File: config.mk
export PLATFORM = sky130hd
export DESIGN_NAME = crc_framed_request_deframer_core_flat
export DESIGN_NICKNAME = d
export VERILOG_FILES = /design/src/hdl/crfd_pkg.sv /design/src/hdl/crfd_in_if.sv /design/src/hdl/crfd_out_if.sv /design/src/hdl/crfd_frame_core.sv /design/src/hdl/crc_framed_request_deframer_core.sv /design/src/flat_wrapper.sv
export SDC_FILE = /design/constraint.sdc
export NUM_CORES = 1
export LEC_CHECK = 0
export BUFFER_PORTS_ARGS = -buffer_cell sky130_fd_sc_hd__buf_4
export CORE_ASPECT_RATIO = 1.2
export CORE_MARGIN = 5
export CORE_UTILIZATION = 40
export DETAILED_ROUTE_END_ITERATION = 16
export HOLD_SLACK_MARGIN = 0.1
export SLEW_MARGIN = 20
export SYNTH_ARGS = -nofsm -noshare
export SYNTH_HDL_FRONTEND = slang
export SYNTH_SLANG_ARGS = --single-unit
File: constraint.sdc
create_clock -name clk -period 6 [get_ports clk]
set_input_delay 0 -clock clk [delete_from_list [all_inputs] [get_ports clk]]
set_output_delay 0 -clock clk [all_outputs]
set_load 0.02 [all_outputs]
File: src/hdl/crfd_pkg.sv
package crfd_pkg;

    localparam logic [7:0]  HEAD_BYTE      = 8'h30;
    localparam logic [7:0]  TAIL_BYTE      = 8'h0A;
    localparam logic [15:0] CRC_INIT       = 16'hFFFF;
    localparam logic [15:0] CRC_POLY       = 16'hA001;
    localparam logic [15:0] FRAME_OVERHEAD = 16'd8;
    localparam logic [15:0] MAX_LEN_RESET  = 16'd256;

    // Byte positions of the fixed header fields.
    localparam logic [15:0] POS_HEAD       = 16'd0;
    localparam logic [15:0] POS_COMMAND    = 16'd1;
    localparam logic [15:0] POS_LEN_LO     = 16'd2;
    localparam logic [15:0] POS_LEN_HI     = 16'd3;
    localparam logic [15:0] POS_SUBCOMMAND = 16'd4;
    localparam logic [15:0] POS_PAYLOAD    = 16'd5;
    // The CRC runs this many bytes behind the input stream.
    localparam logic [15:0] CRC_LAG        = 16'd3;

    localparam logic [2:0] ERR_OK       = 3'd0;
    localparam logic [2:0] ERR_SHORT    = 3'd1;
    localparam logic [2:0] ERR_TOO_LONG = 3'd2;
    localparam logic [2:0] ERR_HEAD     = 3'd3;
    localparam logic [2:0] ERR_TAIL     = 3'd4;
    localparam logic [2:0] ERR_CRC      = 3'd5;
    localparam logic [2:0] ERR_LENGTH   = 3'd6;

    localparam logic KIND_PAYLOAD = 1'b0;
    localparam logic KIND_VERDICT = 1'b1;

    typedef struct packed {
        logic        emit;
        logic        out_kind;
        logic [7:0]  payload_byte;
        logic        frame_ok;
        logic [2:0]  error_code;
        logic [7:0]  command;
        logic [7:0]  subcommand;
        logic [15:0] payload_len;
    } result_t;

    function automatic logic [15:0] crc_feed(input logic [15:0] crc, input logic [7:0] data);
        logic [15:0] c;
        c = crc ^ {8'h00, data};
        for (int k = 0; k < 8; k++)
        begin
            c = c[0] ? ((c >> 1) ^ CRC_POLY) : (c >> 1);
        end
        return c;
    endfunction

endpackage

File: src/hdl/crfd_in_if.sv
interface crfd_in_if;
    logic       valid;
    logic       ready;
    logic [7:0] in_byte;
    logic       last_byte;

    modport source (output valid, output in_byte, output last_byte, input ready);
    modport sink (input valid, input in_byte, input last_byte, output ready);
endinterface

File: src/hdl/crfd_out_if.sv
interface crfd_out_if;
    logic        valid;
    logic        ready;
    logic        out_kind;
    logic [7:0]  payload_byte;
    logic        frame_ok;
    logic [2:0]  error_code;
    logic [7:0]  command;
    logic [7:0]  subcommand;
    logic [15:0] payload_len;

    modport source (output valid, output out_kind, output payload_byte, output frame_ok,
                    output error_code, output command, output subcommand,
                    output payload_len, input ready);
    modport sink (input valid, input out_kind, input payload_byte, input frame_ok,
                  input error_code, input command, input subcommand,
                  input payload_len, output ready);
endinterface

File: src/hdl/crfd_frame_core.sv
module crfd_frame_core (
    input  logic                clk,
    input  logic                rst_n,
    input  logic                step,
    input  logic [7:0]          step_byte,
    input  logic                step_last,
    input  logic [15:0]         max_frame_len,
    output crfd_pkg::result_t   result
);
    import crfd_pkg::*;

    logic [15:0] byte_count_reg, byte_count_next;
    logic [15:0] crc_reg, crc_next;
    logic [7:0]  recent_reg [0:2];
    logic [7:0]  recent_next [0:2];
    logic [7:0]  first_byte_reg, first_byte_next;
    logic [7:0]  command_reg, command_next;
    logic [7:0]  subcommand_reg, subcommand_next;
    logic [15:0] decl_len_reg, decl_len_next;
    logic        overlong_reg, overlong_next;

    logic        count_sat;
    logic [15:0] total;
    logic [15:0] crc_rx;
    logic [2:0]  err;
    logic        in_payload;

    always_comb
    begin
        count_sat       = &byte_count_reg;
        byte_count_next = count_sat ? byte_count_reg : byte_count_reg + 16'd1;
        total           = byte_count_next;
        overlong_next   = overlong_reg | count_sat;

        crc_next = (byte_count_reg >= CRC_LAG) ? crc_feed(crc_reg, recent_reg[2]) : crc_reg;

        recent_next[0] = step_byte;
        recent_next[1] = recent_reg[0];
        recent_next[2] = recent_reg[1];

        first_byte_next = (byte_count_reg == POS_HEAD) ? step_byte : first_byte_reg;
        command_next    = (byte_count_reg == POS_COMMAND) ? step_byte : command_reg;
        subcommand_next = (byte_count_reg == POS_SUBCOMMAND) ? step_byte : subcommand_reg;
        if (byte_count_reg == POS_LEN_LO)
        begin
            decl_len_next = {8'h00, step_byte};
        end
        else if (byte_count_reg == POS_LEN_HI)
        begin
            decl_len_next = {step_byte, decl_len_reg[7:0]};
        end
        else
        begin
            decl_len_next = decl_len_reg;
        end

        // The two bytes before the tail are the received CRC, low byte first.
        crc_rx = {recent_reg[0], recent_reg[1]};

        priority if (total < FRAME_OVERHEAD)
        begin
            err = ERR_SHORT;
        end
        else if (overlong_next || (total > max_frame_len))
        begin
            err = ERR_TOO_LONG;
        end
        else if (first_byte_next != HEAD_BYTE)
        begin
            err = ERR_HEAD;
        end
        else if (step_byte != TAIL_BYTE)
        begin
            err = ERR_TAIL;
        end
        else if (crc_rx != crc_next)
        begin
            err = ERR_CRC;
        end
        else if (decl_len_next != total)
        begin
            err = ERR_LENGTH;
        end
        else
        begin
            err = ERR_OK;
        end

        in_payload = (byte_count_reg >= POS_PAYLOAD)
                  && (({1'b0, byte_count_reg} + {1'b0, CRC_LAG}) < {1'b0, decl_len_next});

        result = '0;
        if (step_last)
        begin
            result.emit       = 1'b1;
            result.out_kind   = KIND_VERDICT;
            result.frame_ok   = (err == ERR_OK);
            result.error_code = err;
            result.command    = command_next;
            result.subcommand = subcommand_next;
            result.payload_len = (err == ERR_OK) ? (total - FRAME_OVERHEAD) : 16'd0;
        end
        else if (in_payload)
        begin
            result.emit         = 1'b1;
            result.out_kind     = KIND_PAYLOAD;
            result.payload_byte = step_byte;
        end
    end

    always_ff @(posedge clk or negedge rst_n)
    begin
        if (!rst_n)
        begin
            byte_count_reg <= '0;
            crc_reg        <= CRC_INIT;
            recent_reg[0]  <= '0;
            recent_reg[1]  <= '0;
            recent_reg[2]  <= '0;
            first_byte_reg <= '0;
            command_reg    <= '0;
            subcommand_reg <= '0;
            decl_len_reg   <= '0;
            overlong_reg   <= 1'b0;
        end
        else if (step)
        begin
            if (step_last)
            begin
                // The verdict closes the frame; start the next one fresh.
                byte_count_reg <= '0;
                crc_reg        <= CRC_INIT;
                recent_reg[0]  <= '0;
                recent_reg[1]  <= '0;
                recent_reg[2]  <= '0;
                first_byte_reg <= '0;
                command_reg    <= '0;
                subcommand_reg <= '0;
                decl_len_reg   <= '0;
                overlong_reg   <= 1'b0;
            end
            else
            begin
                byte_count_reg <= byte_count_next;
                crc_reg        <= crc_next;
                recent_reg[0]  <= recent_next[0];
                recent_reg[1]  <= recent_next[1];
                recent_reg[2]  <= recent_next[2];
                first_byte_reg <= first_byte_next;
                command_reg    <= command_next;
                subcommand_reg <= subcommand_next;
                decl_len_reg   <= decl_len_next;
                overlong_reg   <= overlong_next;
            end
        end
    end

endmodule

File: src/hdl/crc_framed_request_deframer_core.sv
// Channel   Direction  Transaction
// req       sink       one frame byte (in_byte) with its end flag (last_byte)
// rsp       source     one payload byte or one end-of-frame verdict
// cfg       write      max_frame_len, taken on every cycle with cfg_we high
//
// A byte is taken every cycle unless a waiting result stalls the input register;
// each byte is held there, and any result it yields then moves to the output register.
// The CRC update of one byte and the verdict checks sit between these two registers.
// A waiting result stalls the input register only if the next byte also yields one.
// Reset clears the frame state and sets max_frame_len to 256.
module crc_framed_request_deframer_core (
    input  logic        clk,
    input  logic        rst_n,
    input  logic        cfg_we,
    input  logic [15:0] cfg_wdata,
    crfd_in_if.sink     req,
    crfd_out_if.source  rsp
);
    import crfd_pkg::*;

    logic [15:0] max_len_reg;

    logic        s1_valid_reg;
    logic [7:0]  s1_byte_reg;
    logic        s1_last_reg;
    logic        s1_advance;

    result_t     res;

    logic        rsp_valid_reg;
    result_t     rsp_data_reg;

    always_ff @(posedge clk or negedge rst_n)
    begin
        if (!rst_n)
        begin
            max_len_reg <= MAX_LEN_RESET;
        end
        else if (cfg_we)
        begin
            max_len_reg <= cfg_wdata;
        end
    end

    assign s1_advance = s1_valid_reg && (!res.emit || !rsp_valid_reg || rsp.ready);
    assign req.ready  = !s1_valid_reg || s1_advance;

    always_ff @(posedge clk or negedge rst_n)
    begin
        if (!rst_n)
        begin
            s1_valid_reg <= 1'b0;
        end
        else if (req.ready)
        begin
            s1_valid_reg <= req.valid;
        end
    end

    always_ff @(posedge clk)
    begin
        if (req.ready && req.valid)
        begin
            s1_byte_reg <= req.in_byte;
            s1_last_reg <= req.last_byte;
        end
    end

    crfd_frame_core u_frame (
        .clk           (clk),
        .rst_n         (rst_n),
        .step          (s1_advance),
        .step_byte     (s1_byte_reg),
        .step_last     (s1_last_reg),
        .max_frame_len (max_len_reg),
        .result        (res)
    );

    always_ff @(posedge clk or negedge rst_n)
    begin
        if (!rst_n)
        begin
            rsp_valid_reg <= 1'b0;
        end
        else if (s1_advance && res.emit)
        begin
            rsp_valid_reg <= 1'b1;
        end
        else if (rsp.ready)
        begin
            rsp_valid_reg <= 1'b0;
        end
    end

    always_ff @(posedge clk)
    begin
        if (s1_advance && res.emit)
        begin
            rsp_data_reg <= res;
        end
    end

    assign rsp.valid        = rsp_valid_reg;
    assign rsp.out_kind     = rsp_data_reg.out_kind;
    assign rsp.payload_byte = rsp_data_reg.payload_byte;
    assign rsp.frame_ok     = rsp_data_reg.frame_ok;
    assign rsp.error_code   = rsp_data_reg.error_code;
    assign rsp.command      = rsp_data_reg.command;
    assign rsp.subcommand   = rsp_data_reg.subcommand;
    assign rsp.payload_len  = rsp_data_reg.payload_len;

`ifndef ASSERT_OFF
    a_ok_matches_code: assert property (@(posedge clk) disable iff (!rst_n)
        rsp_valid_reg && (rsp_data_reg.out_kind == KIND_VERDICT)
        |-> (rsp_data_reg.frame_ok == (rsp_data_reg.error_code == ERR_OK)))
        else $error("verdict frame_ok disagrees with error_code");

    a_payload_clean: assert property (@(posedge clk) disable iff (!rst_n)
        rsp_valid_reg && (rsp_data_reg.out_kind == KIND_PAYLOAD)
        |-> (!rsp_data_reg.frame_ok && (rsp_data_reg.error_code == ERR_OK)
             && (rsp_data_reg.payload_len == 16'd0)))
        else $error("payload result carries verdict fields");

    a_stage_holds: assert property (@(posedge clk) disable iff (!rst_n)
        s1_valid_reg && !s1_advance
        |=> s1_valid_reg && $stable(s1_byte_reg) && $stable(s1_last_reg))
        else $error("stalled input stage was overwritten");

    a_no_result_drop: assert property (@(posedge clk) disable iff (!rst_n)
        rsp_valid_reg && !rsp.ready |=> rsp_valid_reg)
        else $error("pending result was dropped");
`endif

endmodule
File: src/flat_wrapper.sv
// flat-port wrapper written by rule: the top's interface ports become plain ports
module crc_framed_request_deframer_core_flat import crfd_pkg::*;
  (clk, rst_n, cfg_we, cfg_wdata, req_valid, req_in_byte, req_last_byte, req_ready, rsp_valid, rsp_out_kind, rsp_payload_byte, rsp_frame_ok, rsp_error_code, rsp_command, rsp_subcommand, rsp_payload_len, rsp_ready);
  crfd_in_if req_i ();
  crfd_out_if rsp_i ();
  input  logic clk;
  input  logic rst_n;
  input  logic cfg_we;
  input  logic [15:0] cfg_wdata;
  input wire logic [$bits(req_i.valid)-1:0] req_valid;
  input wire logic [$bits(req_i.in_byte)-1:0] req_in_byte;
  input wire logic [$bits(req_i.last_byte)-1:0] req_last_byte;
  output wire logic [$bits(req_i.ready)-1:0] req_ready;
  output wire logic [$bits(rsp_i.valid)-1:0] rsp_valid;
  output wire logic [$bits(rsp_i.out_kind)-1:0] rsp_out_kind;
  output wire logic [$bits(rsp_i.payload_byte)-1:0] rsp_payload_byte;
  output wire logic [$bits(rsp_i.frame_ok)-1:0] rsp_frame_ok;
  output wire logic [$bits(rsp_i.error_code)-1:0] rsp_error_code;
  output wire logic [$bits(rsp_i.command)-1:0] rsp_command;
  output wire logic [$bits(rsp_i.subcommand)-1:0] rsp_subcommand;
  output wire logic [$bits(rsp_i.payload_len)-1:0] rsp_payload_len;
  input wire logic [$bits(rsp_i.ready)-1:0] rsp_ready;
  assign req_i.valid = req_valid;
  assign req_i.in_byte = req_in_byte;
  assign req_i.last_byte = req_last_byte;
  assign req_ready = req_i.ready;
  assign rsp_valid = rsp_i.valid;
  assign rsp_out_kind = rsp_i.out_kind;
  assign rsp_payload_byte = rsp_i.payload_byte;
  assign rsp_frame_ok = rsp_i.frame_ok;
  assign rsp_error_code = rsp_i.error_code;
  assign rsp_command = rsp_i.command;
  assign rsp_subcommand = rsp_i.subcommand;
  assign rsp_payload_len = rsp_i.payload_len;
  assign rsp_i.ready = rsp_ready;
  crc_framed_request_deframer_core u_core (.clk(clk), .rst_n(rst_n), .cfg_we(cfg_we), .cfg_wdata(cfg_wdata), .req(req_i), .rsp(rsp_i));
endmodule
**Yosys cells after proc, flatten, opt, wreduce, memory -nomap -nowiden**

Index checks and enable logic that the tools add are counted.

- Register bits: 169
- Input bits: 30
- Output and inout port bits: 47
- Logic and storage cells: 99

- Eq/ne operators: 8
- Add/subtract/negate cells: 3
- Mux-type cells: 33
- Reduce and logical (&&, ||, !) cells: 17
- Bitwise logic cells: 11
- $lt $le $gt $ge: 5

Operator list:

| operator | count |
|---|---|
| 16-bit 2-to-1 mux | 15 |
| 8-bit 2-to-1 mux | 6 |
| 16-bit by 2-bit equality test with 1-bit output (second input constant) | 2 |
| 16-bit != test | 2 |
| 24-bit 2-to-1 mux | 1 |
| 2-bit inverter with 3-bit output | 8 |
| 3-bit 2-to-1 mux | 6 |
| 16-bit by 2-bit adder with 17-bit output (second input constant) | 1 |
| 17-bit by 16-bit < comparator with 1-bit output | 1 |
| 16-bit by 1-bit adder with 16-bit output (second input constant) | 1 |
| 16-bit by 1-bit equality test with 1-bit output (second input constant) | 1 |
| 16-bit by 3-bit equality test with 1-bit output (second input constant) | 1 |
| 16-bit by 2-bit >= comparator with 1-bit output (second input constant) | 1 |
| 16-bit by 3-bit >= comparator with 1-bit output (second input constant) | 1 |
| 16-bit > comparator | 1 |
| 16-bit zero test | 1 |
| 16-bit by 4-bit < comparator with 1-bit output (second input constant) | 1 |
| 16-bit AND reduction | 1 |
| 16-bit by 4-bit subtractor with 16-bit output (second input constant) | 1 |
| 16-bit by 8-bit bitwise XOR with 16-bit output | 1 |
| 10-bit 2-to-1 mux | 1 |
| 8-bit by 4-bit != test with 1-bit output (second input constant) | 1 |
| 8-bit by 6-bit != test with 1-bit output (second input constant) | 1 |
| 1-bit logical AND | 4 |
| 10 further kinds | 17 |

**Logic depth before layout (Yosys ltp)**

Gate-level depths: netlist (run 1).

- Depth in word-level cells: 26
- Depth in mapped cells: 19

**Modules after synthesis**

From an unflattened synthesis (run 1), not the netlist that was laid out.

- Cell total of the unflattened synthesis: 976
- Area total of the unflattened synthesis: 9928.3 um^2

By module, submodules not included:

| module | sequential area each (um^2) | instances | area each (um^2) | cells an instance |
|---|---|---|---|---|
| crfd_frame_core | 2447.3 | 1 | 7557.2 | 878 |
| crc_framed_request_deframer_core | 2073.2 | 1 | 2371.0 | 98 |

**Worst setup path after synthesis (run 1)**

OpenSTA, ideal clock, no wires.

- Path kind: reg-to-reg
- From: register u_core.u_frame.byte_count_reg[14]
- To: register u_core.rsp_data_reg, in the netlist u_core.rsp.command[0], enable pin
- Arrival time: 5.058 ns
- Path slack: 0.494 ns
- Library setup time: 0.448 ns
- Data required time: 5.552 ns
- Cell stages (with the launch flop): 17
- Cell sequence: dfrtp_1 > buf_2 > nor4_2 > and4_1 > buf_4 > buf_2 > nand3_1 > and3_1 > ha_1 > nand4_1 > o21ai_0 > o21ai_1 > a211o_1 > buf_2 > buf_2 > clkbuf_1 > nor2_1

- Cells in the longest elaborated chain, start to end: 12
- Elaborated cells on any way between the ends: 15

Ends and longest elaborated chain:

| item | line | text |
|---|---|---|
| from (decl) | crfd_frame_core.sv:12 | `logic [15:0] byte_count_reg, byte_count_next;` |
| from (signal assigned) | crfd_frame_core.sv:144 | `byte_count_reg <= byte_count_next;` |
| parallel branches: the longest is 4 deep, another holds 16-bit by 2-bit adder with 17-bit output | -- |  |
| 1-bit logical AND (*) | crfd_frame_core.sv:90 | `&& (({1'b0, byte_count_reg} + {1'b0, CRC_LAG}) < {1'b0, decl_len_next});` |
| 10-bit 2-to-1 mux (*) | crfd_frame_core.sv:103 | `else if (in_payload)` |
| 2-bit 2-to-1 mux (*) | crfd_frame_core.sv:93 | `if (step_last)` |
| 1-bit zero test | crc_framed_request_deframer_core.sv:45 | `assign s1_advance = s1_valid_reg && (!res.emit \|\| !rsp_valid_reg \|\| rsp.ready);` |
| 1-bit logical OR (2 in series) | crc_framed_request_deframer_core.sv:45 |  |
| 1-bit logical AND | crc_framed_request_deframer_core.sv:45 |  |
| 1-bit logical AND (*) | crc_framed_request_deframer_core.sv:97 | `if (s1_advance && res.emit)` |
| to (signal assigned) | crc_framed_request_deframer_core.sv:99 | `rsp_data_reg <= res;` |
| to (decl) | crc_framed_request_deframer_core.sv:31 | `result_t rsp_data_reg;` |

Every way passes the cells marked *.
A chain may end at the register's enable or synchronous reset.

**Worst setup path in the final report (run 1)**

- From: register u_core.u_frame.byte_count_reg[0]
- To: register u_core.rsp_data_reg, in the netlist u_core.rsp.payload_byte[6], enable pin

Same word-level chain as after synthesis.

==> results.tsv, run 1 <==
stage	metric	value	unit
outcome	status	complete, no violations	
critical_path	path_class	register to register	
grt	grt_overflow	0	
sta	fmax	0.196	GHz
floorplanning	die_y	184	um
sta	tns	0	ps
floorplanning	start_util	40.7	%
clock_network	postCtsHoldBufs	59	
synthesis	synth_top_area_cell	dfrtp_1	
floorplanning	row_count	63	
synthesis	avgSynthCellArea	9.51	um2
detailed_routing	ant_nets	0	
floorplanning	die_area	0.0286	mm2
critical_path	crit_path_max_fanout	25	
detailed_routing	avgRoutedWirePerCell	18.2	um
floorplanning	die_w	155	um
clock_network	cts_resized	0	
layout	final_cells	1497	
clock_network	clockRootBuffer	clkbuf_16	
layout	seq_area	0.00452	mm2
synthesis	yosysUniqueCellTypes	80	
synthesis	synth-compound-area-share	15.3	%
critical_path	timing.rr.start	u_core.u_frame.byte_count_reg[0]	
sta	hold_viol_final	0	
detailed_routing	via_per_inst	5.48	
floorplanning	io_pins	77	
layout	stdcell_area	0.0121	mm2
layout	n_antenna_cell	0	
sta	finalClockSkew	12.2	ps
grt	antenna_found_initial	1	
synthesis	ys_seq_area_share	44.7	%
grt	grt_pass1_vias	7935	
floorplanning	core_area	0.0248	mm2
clock_network	htreeDepth	4	
critical_path	timing.rr.end	u_core.rsp.payload_byte[6]	
synthesis	async_flop_share	68.0	%
place	dp_cells	1406	
clock_network	numCtsBuffers	17	
clock_network	cts_setup_buffers	0	
sta	min_period	5100	ps
power_and_ir_drop	p_leak	5.00	nW
critical_path	crit_arrival	5220	ps
synthesis	synth.top_cell.area_share	24.3	%
place	routabilityCongestion	0.955	
synthesis	synthCells	1063	
detailed_routing	routed_wl	27.3	mm
sta	grt_setup_unrepaired	no	
synthesis	ys.flop_type	dfrtp_1	
grt	grt_max_degree	86	
sta	finalHoldWorstSlack	203	ps
power_and_ir_drop	power_density	363	mW/mm2
detailed_routing	drc	0	
detailed_routing	dr.pass1.iters	5	
place	hpwl	18.6	mm
critical_path	reg2reg_depth	14	
clock_network	cts_buffer_depth	2	
clock_network	clk_latency	450	ps
layout	fillers	2324	
detailed_routing	vias	8209	
place	place_area	0.0109	mm2
synthesis	ys_seq_elements	169	
layout	syn2layout_area_growth	19.4	%
power_and_ir_drop	vdd_drop_max	231	uV
min_path	hold_class	primary input to async pin	
flow_run	drv_cap	0	
synthesis	synthesis.area	0.0101	mm2
critical_path	cp-start-kind	register	
synthesis	synthAdderAreaFrac	4.58	%
synthesis	synth_fp_nets	1130	
sta	post-route-period-util	84.9	%
layout	final_nets	1226	
sta	setup_viol	0	
layout	post-route-util	48.6	%
synthesis	synth_xor_area_share	8.15	%
clock_network	cts.sinks	169	
synthesis	synthSimpleGateAreaFrac	20.9	%
grt	grt_use_total	19.4	%
clock_network	cts_tree	done	
synthesis	yosys-top-cells-area	dfrtp_1 24%, edfxtp_1 16%, nand2_1 6.3%	
sta	slew_viol_final	0	
layout	drive_above_1_share	15.4	%
critical_path	cp_data_required_time	6120	ps
clock_network	cts.reportedPaths.clkPinSlew	80	ps
layout	multi_input_area	0.00510	mm2
synthesis	synth_top_family_by_area	simple AND/OR/NAND/NOR gates	
sta	worst_pin_slew	886	ps
grt	grt_pass1_wl	44.0	mm
place	port_buffers	76	
synthesis	synth-edff-count	54	
detailed_routing	first_iter_violations	750	
synthesis	yosysWarnings	0	
critical_path	end_kind	register	
synthesis	synthMuxAreaShare	1.35	%
sta	slew_headroom	40.9	%
critical_path	reg2reg_slack	900	ps
==> cell type report <==
cell class / count / share of cell area (%)
clock inverters: 15 / 1.56
multi-input cells: 781 / 42.2
flip-flops and latches: 169 / 37.4
well taps: 325 / 3.37
repair buffers: 153 / 10.7
inverters: 37 / 1.15
clock buffers: 17 / 3.52
==> synth_stat cells (12+ instances only) <==
cell type  number
nand2_1       171
dfrtp_1        98
o21ai_0        90
xnor2_1        57
edfxtp_1       54
nor3_1         43
nor2_1         41
clkbuf_1       40
ha_1           37
inv_1          37
a21oi_1        29
nand2b_1       29
o31ai_1        29
xor2_1         28
nand3_1        24
buf_2          22
dfstp_2        17
a21boi_0       16
nand4_1        13
and2_1         12
nor4_1         12
o22a_1         12
==> worst max-delay path by stage <==
stage | from | endpoint | slack (ps)
floorplan | u_core.u_frame.byte_count_reg[14] | u_core.rsp.command[0] | 490
global placement | u_core.u_frame.byte_count_reg[0] | u_core.rsp.command[2] | 1070
detailed placement | u_core.u_frame.byte_count_reg[0] | u_core.rsp.out_kind | 940
CTS | u_core.u_frame.byte_count_reg[0] | u_core.rsp.command[4] | 930
global route | u_core.u_frame.byte_count_reg[0] | u_core.rsp.command[4] | 440
finish | u_core.u_frame.byte_count_reg[0] | u_core.rsp.payload_byte[6] | 900
==> logic make-up (layout without fill, tap and decap cells) <==
logic type	after synthesis	after routing
mux	13	13
fa+ha+maj	37	37
simple gates	405	405
flops	169	169
compound gates	237	237
xor+xnor	89	89
buf+inv	113	222
==> through the flow <==
| stage | total power [W] | setup slack [ps] |
|---|---|---|
| final | 0.00438 | 903 |
| after global routing | 0.00463 | 443 |
| after CTS | 0.00439 | 929 |
| after detailed placement | 0.00317 | 938 |
| after global placement | 0.00315 | 1070 |
| after floorplan | 0.00277 | 494 |
==> where the power goes <==
group / switching [W] / internal (W)
Combinational: 0.000868 / 0.000677
Sequential: 0.000190 / 0.00146
Clock: 0.000522 / 0.000666
Total: 0.00158 / 0.00280
==> layout by cell type, fill, tap and decap left out, drive strengths merged, types with 8 or more instances in the layout <==
cell type,netlist,routed
o31ai,29,29
inv,37,44
xnor2,58,58
edfxtp,54,54
nand2b,29,29
dlygate4sd3,0,59
nand2,171,171
o21a,11,11
ha,37,37
clkbuf,42,17
nand4,17,17
mux2i,11,11
nor2,41,41
a21oi,29,29
nor3,53,53
xor2,29,29
nor4,16,16
o22a,13,13
a21boi,16,16
buf,33,94
and2,12,12
a32oi,9,9
o31a,8,8
nand3,24,24
dfstp,17,17
o21ai,93,93
dfrtp,98,98
and3,12,12
==> worst max-delay path, stage by stage, from the launching register on <==
cell and delay, ps:
dfrtp_1 480, inv_1 180, ha_1 250, nor4b_1 270, nand4_1 620, mux2i_1 520
ha_1 310, a21o_1 180, a21o_1 170, a21oi_1 130, o21ai_0 100, o21ai_1 370
a21oi_1 220, nor2_4 530, buf_4 420
==> routing by layer <==
metal / global-route usage (%) / up-vias / part of all wire (%)
li1: - / 3952 / -
met1: 25.7 / 4009 / 44
met2: 32.5 / 205 / 49
met3: 3.50 / 43 / 4.7
met4: 5.83 / 0 / 2.0
met5: 0 / - / 0
No activity file was read; power rests on OpenSTA's default activity.
==> run 2: changes to the inputs <==
Clock period 6 ns to 5.23 ns, I/O delays scaled along.
==> run 2 against run 1 <==
Effect of this change:
- core utilization increased by 0.35 points
- combinational power increased by 15%
- routed wire length increased by 2.5%
- critical path depth increased by 2
- sequential cell count unchanged
- sequential power increased by 14%
- largest cell class unchanged
==> results.tsv, run 2 (synthesized netlist as in run 1, its figures left out) <==
stage	metric	value	unit	change
outcome	status	complete, no violations		
critical_path	path_cells	inv_1 -> ha_1 -> nor4b_1 -> nand4_1 -> buf_4 -> mux2i_1 -> ha_1 -> a21o_1 -> a21o_1 -> a21oi_1 -> o21ai_0 -> o21ai_1 -> a21oi_1 -> nor2_1 -> nand2_1 -> buf_4		
layout	layout_common_cells	171 x nand2_1, 107 x buf_4, 98 x dfrtp_1, 90 x o21ai_0, 59 x dlygate4sd3_1		
layout	post-route-util	49.0	%	+0.35 points
critical_path	critPathSlowestCell	nor2_1		
clock_network	htreeDepth	4		unchanged
detailed_routing	first_iter_violations	625		-17%
detailed_routing	drc	0		unchanged
detailed_routing	via_per_inst	5.39		-1.7%
detailed_routing	vias	8141		-0.83%
grt	grt_pass1_wl	45.0	mm	+2.4%
power_and_ir_drop	finalPower	0.00497	W	+13%
layout	syn2layout_area_growth	20.3	%	
floorplanning	die_area	0.0286	mm2	unchanged
sta	finalClockSkew	17.6	ps	+5.44 ps
floorplanning	die_y	184	um	unchanged
detailed_routing	avgRoutedWirePerCell	18.5	um	+1.6%
sta	slew_headroom	40.6	%	-0.34 points
sta	post-route-period-util	90.2	%	
sta	setup_viol	0		unchanged
place	routabilityCongestion	0.916		-4.0%
grt	grt_pass1_vias	8226		+3.7%
critical_path	crit_buf_inv	3		+1
sta	slew_viol_final	0		unchanged
clock_network	cts.sinks	169		unchanged
sta	worst_pin_slew	882	ps	-4.21 ps
floorplanning	start_util	40.7	%	unchanged
detailed_routing	dr.pass1.iters	5		unchanged
place	hpwl	19.3	mm	+3.4%
sta	fmax	0.212	GHz	
sta	min_period	4720	ps	
layout	fillers	2257		-2.9%
critical_path	cp-start-kind	register		
floorplanning	core_area	0.0248	mm2	unchanged
detailed_routing	ant_nets	0		unchanged
power_and_ir_drop	vdd_drop_max	207	uV	-10%
grt	grt_max_degree	87		+1.2%
clock_network	clk_latency	440	ps	about the same
critical_path	path_class	register to output port		
clock_network	cts_buffer_depth	2		unchanged
sta	hold_viol_final	0		unchanged
sta	tns	0	ps	unchanged
grt	grt_use_total	19.8	%	+0.45 points
power_and_ir_drop	p_leak	5.05	nW	+0.99%
critical_path	reg2reg_slack	550	ps	-350 ps
critical_path	crit_family	simple AND/OR/NAND/NOR gates		
layout	n_antenna_cell	0		unchanged
clock_network	cts.reportedPaths.clkPinSlew	80	ps	about the same
clock_network	cts_tree	done		
flow_run	drv_cap	0		unchanged
clock_network	cts_resized	0		unchanged
clock_network	cts_setup_buffers	0		unchanged
critical_path	crit_path_max_fanout	10		-60%
floorplanning	row_count	63		unchanged
detailed_routing	routed_wl	28.0	mm	+2.5%
critical_path	reg2reg_depth	16		+2
floorplanning	io_pins	77		unchanged
layout	drive_above_1_share	16.4	%	+0.93 points
clock_network	postCtsHoldBufs	59		unchanged
critical_path	cp_data_required_time	5230	ps	-890 ps
critical_path	timing.rr.start	u_core.u_frame.byte_count_reg[0]		
sta	finalHoldWorstSlack	189	ps	-13.9 ps
place	port_buffers	76		unchanged
critical_path	timing.rr.end	u_core.s1_byte_reg[0]		
clock_network	clockRootBuffer	clkbuf_16		
grt	antenna_found_initial	0		-1
clock_network	numCtsBuffers	17		unchanged
power_and_ir_drop	power_density	408	mW/mm2	+13%
grt	grt_overflow	0		unchanged
critical_path	crit_arrival	4720	ps	-500 ps
critical_path	end_kind	output port		
layout	final_nets	1239		+1.1%
min_path	hold_class	primary input to async pin		
critical_path	critical-path-max-stage-delay	570	ps	-50 ps
layout	final_common_cell	nand2_1		
sta	grt_setup_unrepaired	no		
floorplanning	die_w	155	um	unchanged
[run 2: layout make-up]
cell class / instances / area, um2 / share of cell area (%)
Clock buffer: 18 / 429 / 3.53
Tap cell: 325 / 407 / 3.34
Clock inverter: 14 / 175 / 1.44
Timing Repair Buffer: 166 / 1390 / 11.5
Multi-Input combinational cell: 781 / 5100 / 41.9
Sequential cell: 169 / 4520 / 37.2
Inverter: 37 / 139 / 1.14
[run 2: where the power goes]
part	internal [W]	switching (W)	leakage (nW)
logic	0.000789	0.00100	2.75
registers	0.00167	0.000211	2.00
clock network	0.000651	0.000642	0.292
[run 2: stage by stage]
step	instance area (um2)	setup WS, ps	instances
after floorplan	10100	473	1063
after global placement	11000	674	1419
after detailed placement	11000	603	1419
after CTS	12200	523	1510
after global routing	12200	98.1	1510
final	12200	513	1510
[run 2: metal layers]
layer	part of all wire, %	vias up	GRT usage, %
met4	1.6	0	5.23
met2	49	199	33.8
li1	-	3986	-
met5	0	-	0
met1	45	3918	26.4
met3	4.3	38	3.15
[run 2: how the worst max path moves through the flow]
stage	from	to	cells after the start
after floorplan	u_core.u_frame.byte_count_reg[14]	u_core.rsp.command[0]	16
after global placement	u_core.u_frame.byte_count_reg[0]	u_core.s1_byte_reg[1]	16
after detailed placement	u_core.u_frame.byte_count_reg[0]	u_core.s1_byte_reg[1]	16
after CTS	u_core.u_frame.byte_count_reg[0]	req_ready	16
after global routing	u_core.u_frame.byte_count_reg[0]	req_ready	16
final	u_core.u_frame.byte_count_reg[0]	req_ready	16
[run 2: worst reg2reg max path, cell delays in order (launching register included)]
cell	delay [ps]
dfrtp_1	490
inv_1	180
ha_1	260
nor4b_1	280
nand4_1	140
buf_4	220
mux2i_1	290
ha_1	300
a21o_1	180
a21o_1	160
a21oi_1	140
o21ai_0	100
o21ai_1	360
a21oi_1	220
nor2_1	570
nand2_1	180
and2_1	330
